===== config.mk =====
export PLATFORM = sky130hd
export DESIGN_NAME = tile_grid_factor_chooser_unit
export DESIGN_NICKNAME = d
export VERILOG_FILES = /design/src/rtl/tgfc_pkg.sv /design/src/rtl/tile_grid_factor_chooser_unit.sv /design/src/rtl/tgfc_ctrl.sv /design/src/rtl/tgfc_dp.sv
export SDC_FILE = /design/constraint.sdc
export NUM_CORES = 2
export LEC_CHECK = 0
export BUFFER_PORTS_ARGS = -buffer_cell sky130_fd_sc_hd__buf_2
export CAP_MARGIN = 20
export CORE_UTILIZATION = 58
export CTS_BUF_LIST = sky130_fd_sc_hd__clkbuf_4
export DETAILED_ROUTE_END_ITERATION = 7
export GPL_ROUTABILITY_DRIVEN = 0
export PLACE_DENSITY = 0.81
export SETUP_SLACK_MARGIN = 0.15
export SLEW_MARGIN = 10
export SYNTH_ARGS = -nofsm -noshare
export SYNTH_HDL_FRONTEND = slang
export SYNTH_SLANG_ARGS = --single-unit

===== constraint.sdc =====
create_clock -name clock -period 30 [get_ports clock]
set_clock_uncertainty 0.05 [all_clocks]
set_input_delay 6 -clock clock [delete_from_list [all_inputs] [get_ports clock]]
set_output_delay 6 -clock clock [all_outputs]
set_load 0.02 [all_outputs]

===== src/rtl/tgfc_pkg.sv =====
// Shared constants, codes and command/status types of the tile grid factor chooser.
package tgfc_pkg;

   localparam int MAX_TILES = 64;

   localparam int COUNT_W  = 7;
   localparam int ASPECT_W = 32;
   localparam int FRAC_W   = 16;
   localparam int INDEX_W  = COUNT_W + 1;
   localparam int DIST_W   = COUNT_W + ASPECT_W;
   localparam int SPLIT_W  = 20;
   localparam int HI_W     = DIST_W - SPLIT_W;
   localparam int PP_W     = DIST_W + SPLIT_W;
   localparam int WIDE_W   = 2 * DIST_W;

   localparam int COUNT_MAX_VALUE = (1 << COUNT_W) - 1;
   localparam logic [COUNT_W-1:0] COUNT_LIMIT =
      COUNT_W'((MAX_TILES > COUNT_MAX_VALUE) ? COUNT_MAX_VALUE : MAX_TILES);
   localparam logic [ASPECT_W-1:0] ASPECT_ONE = ASPECT_W'(1 << FRAC_W);

   typedef enum logic [3:0] {
      ST_IDLE,
      ST_SCAN,
      ST_MUL_Q,
      ST_ORDER,
      ST_LHS_LO,
      ST_LHS_HI,
      ST_RHS_LO,
      ST_RHS_HI,
      ST_CMP
   } state_type;

   typedef enum logic [3:0] {
      OP_NONE,
      OP_LOAD,
      OP_STEP,
      OP_MUL_Q,
      OP_ORDER,
      OP_LHS_LO,
      OP_LHS_HI,
      OP_RHS_LO,
      OP_RHS_HI,
      OP_UPDATE,
      OP_FINISH
   } op_type;

   typedef struct packed {
      op_type op;
   } cmd_type;

   typedef struct packed {
      logic scan_done;
      logic pair_hit;
   } status_type;

endpackage


===== src/rtl/tile_grid_factor_chooser_unit.sv =====
// Top level of the tile grid factor chooser: controller and datapath.
//
// An item is taken when start is high and busy is low; busy then stays high until
// the answer is ready, and the answer shows on rsp_column_count and rsp_row_count
// for one cycle with rsp_strobe, which the receiver must take as it comes. A count
// of zero gives 1x1, counts above the tile limit are clamped, and an aspect of zero
// counts as 1.0. The time an item takes is set by the factor walk, which moves one
// column or one row per cycle and pauses while a factor pair is compared, and by the
// single shared 39x20 multiplier, which needs five passes per factor pair for the
// exact cross-multiplied distance compare.
module tile_grid_factor_chooser_unit (
   input  logic                              clock,
   input  logic                              reset,
   input  logic                              start,
   output logic                              busy,
   input  logic [tgfc_pkg::COUNT_W-1:0]      req_tile_count,
   input  logic [tgfc_pkg::ASPECT_W-1:0]     req_aspect_ratio,
   output logic                              rsp_strobe,
   output logic [tgfc_pkg::COUNT_W-1:0]      rsp_column_count,
   output logic [tgfc_pkg::COUNT_W-1:0]      rsp_row_count
);

   tgfc_pkg::cmd_type    cmd;
   tgfc_pkg::status_type status;

   tgfc_ctrl u_ctrl (
      .clock  (clock),
      .reset  (reset),
      .start  (start),
      .status (status),
      .cmd    (cmd),
      .busy   (busy)
   );

   tgfc_dp u_dp (
      .clock            (clock),
      .reset            (reset),
      .cmd              (cmd),
      .req_tile_count   (req_tile_count),
      .req_aspect_ratio (req_aspect_ratio),
      .status           (status),
      .rsp_strobe       (rsp_strobe),
      .rsp_column_count (rsp_column_count),
      .rsp_row_count    (rsp_row_count)
   );

endmodule


===== src/rtl/tgfc_ctrl.sv =====
// Controller state machine of the tile grid factor chooser.
module tgfc_ctrl (
   input  logic                 clock,
   input  logic                 reset,
   input  logic                 start,
   input  tgfc_pkg::status_type status,
   output tgfc_pkg::cmd_type    cmd,
   output logic                 busy
);

   tgfc_pkg::state_type state_ff;
   tgfc_pkg::state_type state_in;

   always_comb begin
      state_in = state_ff;
      case (state_ff)
         tgfc_pkg::ST_IDLE: begin
            if (start) begin
               state_in = tgfc_pkg::ST_SCAN;
            end
         end
         tgfc_pkg::ST_SCAN: begin
            if (status.scan_done) begin
               state_in = tgfc_pkg::ST_IDLE;
            end else if (status.pair_hit) begin
               state_in = tgfc_pkg::ST_MUL_Q;
            end
         end
         tgfc_pkg::ST_MUL_Q:  state_in = tgfc_pkg::ST_ORDER;
         tgfc_pkg::ST_ORDER:  state_in = tgfc_pkg::ST_LHS_LO;
         tgfc_pkg::ST_LHS_LO: state_in = tgfc_pkg::ST_LHS_HI;
         tgfc_pkg::ST_LHS_HI: state_in = tgfc_pkg::ST_RHS_LO;
         tgfc_pkg::ST_RHS_LO: state_in = tgfc_pkg::ST_RHS_HI;
         tgfc_pkg::ST_RHS_HI: state_in = tgfc_pkg::ST_CMP;
         tgfc_pkg::ST_CMP:    state_in = tgfc_pkg::ST_SCAN;
         default:             state_in = tgfc_pkg::ST_IDLE;
      endcase
   end

   always_comb begin
      cmd.op = tgfc_pkg::OP_NONE;
      busy   = 1'b1;
      case (state_ff)
         tgfc_pkg::ST_IDLE: begin
            busy = 1'b0;
            if (start) begin
               cmd.op = tgfc_pkg::OP_LOAD;
            end
         end
         tgfc_pkg::ST_SCAN: begin
            if (status.scan_done) begin
               cmd.op = tgfc_pkg::OP_FINISH;
            end else if (!status.pair_hit) begin
               cmd.op = tgfc_pkg::OP_STEP;
            end
         end
         tgfc_pkg::ST_MUL_Q:  cmd.op = tgfc_pkg::OP_MUL_Q;
         tgfc_pkg::ST_ORDER:  cmd.op = tgfc_pkg::OP_ORDER;
         tgfc_pkg::ST_LHS_LO: cmd.op = tgfc_pkg::OP_LHS_LO;
         tgfc_pkg::ST_LHS_HI: cmd.op = tgfc_pkg::OP_LHS_HI;
         tgfc_pkg::ST_RHS_LO: cmd.op = tgfc_pkg::OP_RHS_LO;
         tgfc_pkg::ST_RHS_HI: cmd.op = tgfc_pkg::OP_RHS_HI;
         tgfc_pkg::ST_CMP:    cmd.op = tgfc_pkg::OP_UPDATE;
         default:             cmd.op = tgfc_pkg::OP_NONE;
      endcase
   end

   always_ff @(posedge clock) begin
      if (reset) begin
         state_ff <= tgfc_pkg::ST_IDLE;
      end else begin
         state_ff <= state_in;
      end
   end

endmodule


===== src/rtl/tgfc_dp.sv =====
// Datapath of the tile grid factor chooser: factor walk, shared multiplier, best pair.
module tgfc_dp (
   input  logic                              clock,
   input  logic                              reset,
   input  tgfc_pkg::cmd_type                 cmd,
   input  logic [tgfc_pkg::COUNT_W-1:0]      req_tile_count,
   input  logic [tgfc_pkg::ASPECT_W-1:0]     req_aspect_ratio,
   output tgfc_pkg::status_type              status,
   output logic                              rsp_strobe,
   output logic [tgfc_pkg::COUNT_W-1:0]      rsp_column_count,
   output logic [tgfc_pkg::COUNT_W-1:0]      rsp_row_count
);

   localparam int CW = tgfc_pkg::COUNT_W;
   localparam int IW = tgfc_pkg::INDEX_W;
   localparam int DW = tgfc_pkg::DIST_W;
   localparam int SW = tgfc_pkg::SPLIT_W;
   localparam int PW = tgfc_pkg::PP_W;
   localparam int WW = tgfc_pkg::WIDE_W;

   logic [CW-1:0]                     n_ff, n_in;
   logic [tgfc_pkg::ASPECT_W-1:0]     aspect_ff, aspect_in;
   logic [IW-1:0]                     a_ff, a_in;
   logic [CW-1:0]                     b_ff, b_in;
   logic [IW-1:0]                     prod_ff, prod_in;
   logic [DW-1:0]                     q_ff, q_in;
   logic [DW-1:0]                     big_ff, big_in;
   logic [DW-1:0]                     small_ff, small_in;
   logic [DW-1:0]                     best_big_ff, best_big_in;
   logic [DW-1:0]                     best_small_ff, best_small_in;
   logic [CW-1:0]                     best_c_ff, best_c_in;
   logic [CW-1:0]                     best_r_ff, best_r_in;
   logic [PW-1:0]                     pp_ff, pp_in;
   logic [PW-1:0]                     lo_ff, lo_in;
   logic [WW-1:0]                     lhs_ff, lhs_in;
   logic [CW-1:0]                     col_ff, col_in;
   logic [CW-1:0]                     row_ff, row_in;
   logic                              first_ff, first_in;
   logic                              strobe_ff, strobe_in;

   logic [DW-1:0]                     mul_x;
   logic [SW-1:0]                     mul_y;
   logic [PW-1:0]                     mul_p;
   logic [WW-1:0]                     wide_sum;
   logic [DW-1:0]                     p_scaled;
   logic [CW-1:0]                     load_n;
   logic                              do_step;
   logic                              take;

   always_comb begin
      mul_x = '0;
      mul_y = '0;
      case (cmd.op)
         tgfc_pkg::OP_MUL_Q: begin
            mul_x = DW'(aspect_ff);
            mul_y = SW'(b_ff);
         end
         tgfc_pkg::OP_LHS_LO: begin
            mul_x = big_ff;
            mul_y = best_small_ff[SW-1:0];
         end
         tgfc_pkg::OP_LHS_HI: begin
            mul_x = big_ff;
            mul_y = SW'(best_small_ff[DW-1:SW]);
         end
         tgfc_pkg::OP_RHS_LO: begin
            mul_x = best_big_ff;
            mul_y = small_ff[SW-1:0];
         end
         tgfc_pkg::OP_RHS_HI: begin
            mul_x = best_big_ff;
            mul_y = SW'(small_ff[DW-1:SW]);
         end
         default: begin
            mul_x = '0;
            mul_y = '0;
         end
      endcase
   end

   assign mul_p    = PW'(mul_x) * PW'(mul_y);
   assign wide_sum = WW'(lo_ff) + (WW'(pp_ff) << SW);
   assign p_scaled = DW'(a_ff) << tgfc_pkg::FRAC_W;
   assign take     = first_ff || (lhs_ff < wide_sum);
   assign do_step  = (cmd.op == tgfc_pkg::OP_STEP) || (cmd.op == tgfc_pkg::OP_UPDATE);

   always_comb begin
      if (req_tile_count == '0) begin
         load_n = CW'(1);
      end else if (req_tile_count > tgfc_pkg::COUNT_LIMIT) begin
         load_n = tgfc_pkg::COUNT_LIMIT;
      end else begin
         load_n = req_tile_count;
      end
   end

   assign status.scan_done = a_ff > IW'(n_ff);
   assign status.pair_hit  = prod_ff == IW'(n_ff);

   always_comb begin
      n_in          = n_ff;
      aspect_in     = aspect_ff;
      a_in          = a_ff;
      b_in          = b_ff;
      prod_in       = prod_ff;
      q_in          = q_ff;
      big_in        = big_ff;
      small_in      = small_ff;
      best_big_in   = best_big_ff;
      best_small_in = best_small_ff;
      best_c_in     = best_c_ff;
      best_r_in     = best_r_ff;
      pp_in         = pp_ff;
      lo_in         = lo_ff;
      lhs_in        = lhs_ff;
      col_in        = col_ff;
      row_in        = row_ff;
      first_in      = first_ff;
      strobe_in     = 1'b0;

      case (cmd.op)
         tgfc_pkg::OP_LOAD: begin
            n_in      = load_n;
            aspect_in = (req_aspect_ratio == '0) ? tgfc_pkg::ASPECT_ONE : req_aspect_ratio;
            a_in      = IW'(1);
            b_in      = load_n;
            prod_in   = IW'(load_n);
            first_in  = 1'b1;
         end
         tgfc_pkg::OP_MUL_Q: begin
            q_in = DW'(mul_p);
         end
         tgfc_pkg::OP_ORDER: begin
            if (p_scaled >= q_ff) begin
               big_in   = p_scaled;
               small_in = q_ff;
            end else begin
               big_in   = q_ff;
               small_in = p_scaled;
            end
         end
         tgfc_pkg::OP_LHS_LO: begin
            pp_in = mul_p;
         end
         tgfc_pkg::OP_LHS_HI: begin
            pp_in = mul_p;
            lo_in = pp_ff;
         end
         tgfc_pkg::OP_RHS_LO: begin
            lhs_in = wide_sum;
            pp_in  = mul_p;
         end
         tgfc_pkg::OP_RHS_HI: begin
            pp_in = mul_p;
            lo_in = pp_ff;
         end
         tgfc_pkg::OP_UPDATE: begin
            if (take) begin
               best_c_in     = a_ff[CW-1:0];
               best_r_in     = b_ff;
               best_big_in   = big_ff;
               best_small_in = small_ff;
               first_in      = 1'b0;
            end
         end
         tgfc_pkg::OP_FINISH: begin
            col_in    = best_c_ff;
            row_in    = best_r_ff;
            strobe_in = 1'b1;
         end
         default: begin
            strobe_in = 1'b0;
         end
      endcase

      // advance the factor walk: drop rows while over the count, else add a column
      if (do_step) begin
         if (prod_ff > IW'(n_ff)) begin
            b_in    = b_ff - CW'(1);
            prod_in = prod_ff - a_ff;
         end else begin
            a_in    = a_ff + IW'(1);
            prod_in = prod_ff + IW'(b_ff);
         end
      end
   end

   always_ff @(posedge clock) begin
      if (reset) begin
         first_ff  <= 1'b0;
         strobe_ff <= 1'b0;
      end else begin
         first_ff  <= first_in;
         strobe_ff <= strobe_in;
      end
   end

   always_ff @(posedge clock) begin
      n_ff          <= n_in;
      aspect_ff     <= aspect_in;
      a_ff          <= a_in;
      b_ff          <= b_in;
      prod_ff       <= prod_in;
      q_ff          <= q_in;
      big_ff        <= big_in;
      small_ff      <= small_in;
      best_big_ff   <= best_big_in;
      best_small_ff <= best_small_in;
      best_c_ff     <= best_c_in;
      best_r_ff     <= best_r_in;
      pp_ff         <= pp_in;
      lo_ff         <= lo_in;
      lhs_ff        <= lhs_in;
      col_ff        <= col_in;
      row_ff        <= row_in;
   end

   assign rsp_strobe       = strobe_ff;
   assign rsp_column_count = col_ff;
   assign rsp_row_count    = row_ff;

endmodule


# Yosys cells after proc, flatten, opt, wreduce, memory -nomap -nowiden
# Cells that the tools add are included.
totals:
  rom_bits: 0
  output_inout_bits: 16
  elab_cells: 96
  ram_bits: 0
  register_bits: 487
  latchBits: 0
  n_memories: 0
  inputBits: 42
op_classes:
  add_sub_neg: 5
  shifts: 0
  div: 0
  n_mux: 27
  n_reduce_logical: 14
  n_lt_le_gt_ge: 5
  multipliers: 1
  eq_ne: 22
  bitwise_logic: 0
ops:
  columns: ["cell", "count"]
  rows:
  - ["39-bit one-hot mux with 3 select lines", 1]
  - ["20-bit one-hot mux with 5 select lines", 1]
  - ["59-bit by 78-bit adder with 78-bit output", 1]
  - ["78-bit less-than comparator", 1]
  - ["4-bit one-hot mux with 9 select lines", 2]
  - ["39-bit by 20-bit multiplier with 59-bit output", 1]
  - ["24-bit two-way mux", 2]
  - ["8-bit two-way mux", 6]
  - ["24-bit by 39-bit greater-or-equal comparator with 1-bit output", 1]
  - ["7-bit two-way mux", 5]
  - ["4-bit by 3-bit == test with 1-bit output, second input constant", 8]
  - ["32-bit zero test", 1]
  - ["4-bit by 2-bit == test with 1-bit output, second input constant", 4]
  - ["4-bit == test, second input constant", 4]
  - ["8-bit by 7-bit > comparator with 1-bit output", 2]
  - ["4-bit two-way mux", 4]
  - ["8-bit by 1-bit adder with 8-bit output, second input constant", 1]
  - ["8-bit by 7-bit adder with 8-bit output", 1]
  - ["4-bit by 1-bit == test with 1-bit output, second input constant", 2]
  - ["8-bit by 7-bit == test with 1-bit output", 1]
  - ["8-bit subtractor", 1]
  - ["7-bit > comparator, second input constant", 1]
  - ["7-bit zero test", 1]
  - ["7-bit by 1-bit subtractor with 7-bit output, second input constant", 1]
  - ["12 further kinds", 21]

# Logic depth before layout (Yosys ltp)
depth:
  word_depth: 8
  depth_mapped: 34

# Modules after synthesis
# From an unflattened synthesis, not the netlist that was laid out.
hier_totals:
  cells_unflattened: 4687
  hier_area_um2: 47088.9
by_module_without_submodules:
  columns: ["module", "area_each_um2", "cells_per_inst", "instances"]
  rows:
  - ["tgfc_dp", 46788.6, 4650, 1]
  - ["tgfc_ctrl", 300.3, 37, 1]

# Worst setup path before layout
# OpenSTA, ideal clock, no wires.
synth_path:
  path_type: "register to register"
  start: "register u_ctrl.state_ff[2]"
  end: "register u_dp.pp_ff[55] (data pin)"
  stages_incl_launch_ff: 30
  required_ps: 29684
  arrival_ps: 10463
  setup_slack_ps: 19221
  path_buffers: 4
  synth_period_minus_slack_ps: 10779
  setup_time_ps: 266
  cell_sequence: "dfxtp_1 -> clkbuf_1 -> nand2b_1 -> nor2_1 -> clkbuf_1 -> a22oi_1 -> nand2_1 -> clkbuf_1 -> nand2_1 -> fa_1 -> inv_1 -> fa_1 -> fa_1 -> fa_1 -> fa_1 -> fa_1 -> inv_1 -> fa_1 -> inv_1 -> ha_1 -> clkbuf_1 -> a21oi_1 -> nand2_1 -> a221o_1 -> a221o_1 -> nor2_1 -> o31ai_1 -> a41oi_1 -> o221ai_1 -> xor2_1"
synth_via:
  elab_chain_len: 6
  word_cells_on_any_way: 20
  cone_classes: "mul: 1; eq/ne: 13; mux: 3; reduce/logical: 3"
synth_rtl:
  columns: ["element", "line", "text"]
  rows:
  - ["start: declaration", "tgfc_ctrl.sv:11", "tgfc_pkg::state_type state_ff;"]
  - ["start signal: assignment", "tgfc_ctrl.sv:70", "state_ff <= tgfc_pkg::ST_IDLE;"]
  - ["start signal: assignment", "tgfc_ctrl.sv:72", "state_ff <= state_in;"]
  - ["4-bit == test, or another cell as far along", "tgfc_ctrl.sv:43", "case (state_ff)"]
  - ["4-bit one-hot mux with 9 select lines *", "tgfc_ctrl.sv:43", null]
  - ["4-bit == test / 4-bit by 3-bit == test with 1-bit output (equally long branches)", "tgfc_dp.sv:53", "case (cmd.op)"]
  - ["2-bit OR reduction (no line)", null, null]
  - ["39-bit one-hot mux with 3 select lines", "tgfc_dp.sv:53", null]
  - ["39-bit by 20-bit multiplier with 59-bit output *", "tgfc_dp.sv:81", "assign mul_p = PW'(mul_x) * PW'(mul_y);"]
  - ["net u_dp.mul_p[55]", "tgfc_dp.sv:43", "logic [PW-1:0] mul_p;"]
  - ["end signal: assignment", "tgfc_dp.sv:211", "pp_ff <= pp_in;"]
  - ["end: declaration", "tgfc_dp.sv:33", "logic [PW-1:0] pp_ff, pp_in;"]
# The timed path passes the listed nets; every way through them passes the cells marked *.
# A chain may end at the register's enable or synchronous reset.

# Worst setup path after layout
# Same ends and word-level chain as after synthesis.

==> results.md <==
* Status: finished with violations
* Failing checks: design-rule violations
* Slew margin rel. at 19.15%
* Prevailing post-synth register cell: edfxtp_1
* Max Slew Vio Count at 0
* Area delta synth->final at 6.603%
* Final min period at 10370 ps
* WL/cell at 22.82 um
* Ys Warns at 0
* Final setup TNS at 0 ps
* First drt pass iteration count at 8
* RSZ-0062 raised after global routing: false
* Core region area at 0.08081 sq mm
* Final net count at 5802
* Total GRT Usage at 33.86%
* Utilization after layout at 62.62%
* Hold buffers post-CTS at 0
* WS Path Type: reg2reg
* Fin Hold WS at 349.3 ps
* Worst VDD drop at 0.00004458 V
* WP data required at 30640 ps
* Crit-path max FO at 36
* CTS tree: yes
* Vias in the first global route at 37230
* EDFF count, synth at 466
* Pwr Density at 32.97 mW/mm^2
* Largest net degree at the start of global routing at 79
* Syn avg cell area at 10.02 sq um
* Starting Density at 58.74%
* First-pass GRT wire length at 209.7 mm
* Top cell type's share of synthesized area at 29.48%
* Final period utilization at 34.57%
* Lkg Pwr at 22.85 nW
* Mapped Cells at 4735
* RR Endpoint: u_dp.pp_ff[55]
* Final worst slack at 19630 ps
* Post-synth top area cell: edfxtp_1
* # Post-CTS Setup Buffers at 0
* Crit-path slowest cell: nand2_1
* Initial antenna violation count at 10
* Clk slew on worst S/H paths at 70 ps
* #FFs+latches synth at 487
* Pre-CTS setup slack at 20010 ps
* Root buf cell: clkbuf_4
* Worst path most repeated cell: fa_1
* Site Rows at 104
* Largest stage delay on the critical path at 740 ps
* Register area share after synthesis at 30.37%
* Flop2flop setup slack at 19630 ps
* Final WL at 135.7 mm
* Final hold viol count at 0
* Initial DRC count at 4391
* Die area at 0.08299 sq mm
* Post_cts resized at 0
* DR DRC count at 12
* Fmax at 0.09642 GHz
* H-tree lvl count at 4
* Vias per cell at 6.063
* TritonCTS Buffers at 130
* Antenna Nets Post-Route at 0
* Die Ht at 288.1 um
* Worst setup EP type: flop
* Vias at 36060
* Max_cap viols at 0
* CP endpoint: u_dp.pp_ff[55]
* Arrival time at the worst endpoint at 11010 ps
* Clock sink count at 487
* Post-synth top cells: inv_1 (825), nand2_1 (681), fa_1 (664), edfxtp_1 (466), nor2_1 (404)
* Cell area after synthesis at 0.04747 sq mm
* Worst-Margin Slew at 1205 ps
* Critical path launch point type: flop
* Total gr overflow at 0
* Die Wd at 288.1 um
* Skew-Pair Late Insertion Delay at 1020 ps
* Port bufs at 57
* Setup-failing EPs final at 0
* Worst reg2reg startpoint: u_ctrl.state_ff[2]
* Worst setup path start: u_ctrl.state_ff[2]
* Tightest Hold Check Type: reg2reg
* Share of cells above drive strength 1 at 7.910%
* Total I/O pin count at 58
* Most common cell in the netlist: inv_1
* Max Buffers Root-to-Sink at 3
* Dpl hpwl at 103.5 mm
* R2R depth at 27
* Ranking of synthesized cells by area: edfxtp_1 (29%), fa_1 (28%), ha_1 (8.4%), inv_1 (6.5%), nand2_1 (5.4%)
* Async set or reset register ratio after synthesis at 0%
* Distinct cell type count after synthesis at 79
-- routing by layer --
layer | wire, um | vias up | GRT usage [%]
met4 | 9678 | 10 | 21.10
met3 | 18940 | 620 | 11.70
li1 | - | 15420 | -
met5 | 73 | - | 0
met1 | 47680 | 17520 | 42.32
met2 | 59370 | 2492 | 50.54
-- critical path, delay by kind of cell, from the launching register on --
kind	cells	cell delay, ps
adders and majority gates	8	4210
and+or+nand+nor	7	2080
AOI/OAI and AO/OA	5	1790
buffers and inverters	6	1210
DFF	1	630
xor gates and xnor gates	1	100
-- logic make-up (layout without fill, tap and decap cells) --
logic type	Yosys count	in the layout	share of synthesized area (%)
adders and majority gates	981	981	36.36
DFF	487	487	30.37
buffers and inverters	1077	1208	8.522
other	1	23	0.007900
xor gates and xnor gates	148	148	2.731
and+or+nand+nor	1408	1408	12.71
AOI/OAI and AO/OA	591	591	8.403
muxes	42	42	0.9015
-- worst min-delay path by stage --
stage,start,endpoint,cells past startpoint
after CTS,u_dp.best_c_ff[6],u_dp.rsp_column_count[6],0
after global routing,u_dp.best_c_ff[0],u_dp.rsp_column_count[0],0
after floorplan,u_dp.pp_ff[58],u_dp.lo_ff[58],0
after global placement,u_dp.best_c_ff[4],u_dp.rsp_column_count[4],0
final,u_dp.big_ff[14],u_dp.best_big_ff[14],0
after detailed placement,u_dp.best_r_ff[5],u_dp.rsp_row_count[5],0
-- cells in the final DEF (no fill, tap or decap), drive strengths merged, types with 76 or more instances in the layout --
| cell type | instances |
|---|---|
| a21oi | 132 |
| nand2 | 681 |
| buf | 148 |
| edfxtp | 466 |
| nor2 | 404 |
| a21o | 76 |
| xnor2 | 92 |
| ha | 317 |
| fa | 664 |
| clkbuf | 174 |
| o21ai | 110 |
| inv | 833 |
-- sequential cells by signal, indices dropped and copies added (netlist names), 32 cells and up --
signal / flops
u_dp.aspect_ff: 32
u_dp.best_big_ff: 39
u_dp.best_small_ff: 39
u_dp.big_ff: 39
u_dp.lhs_ff: 78
u_dp.lo_ff: 59
u_dp.pp_ff: 59
u_dp.q_ff: 39
u_dp.small_ff: 39
-- layout make-up --
class / instances / area, sq um
well taps: 1060 / 1326
clock buffers: 174 / 1306
multi-input cells: 3185 / 29150
diodes: 8 / 20.02
clock inverters: 59 / 310.3
repair buffers: 148 / 973.4
flip-flops and latches: 487 / 14420
inverters: 827 / 3104
fillers: 6129 / 30210
-- power by group --
group	switching, mW	internal, mW	leakage, nW
logic	0.181	0.0962	17.3
registers	0.0389	0.769	4.62
clock network	0.299	0.284	0.957
-- stage by stage --
stage / cells / cell area [sq um] / power [mW]
floorplan: 4749 / 47520 / 0.9905
global placement: 5701 / 48900 / 1.081
detailed placement: 5704 / 48940 / 1.089
CTS: 5937 / 50560 / 1.667
global route: 5947 / 50600 / 1.739
finish: 5948 / 50600 / 1.668
Note: power is estimated with default switching activity, not from simulation.
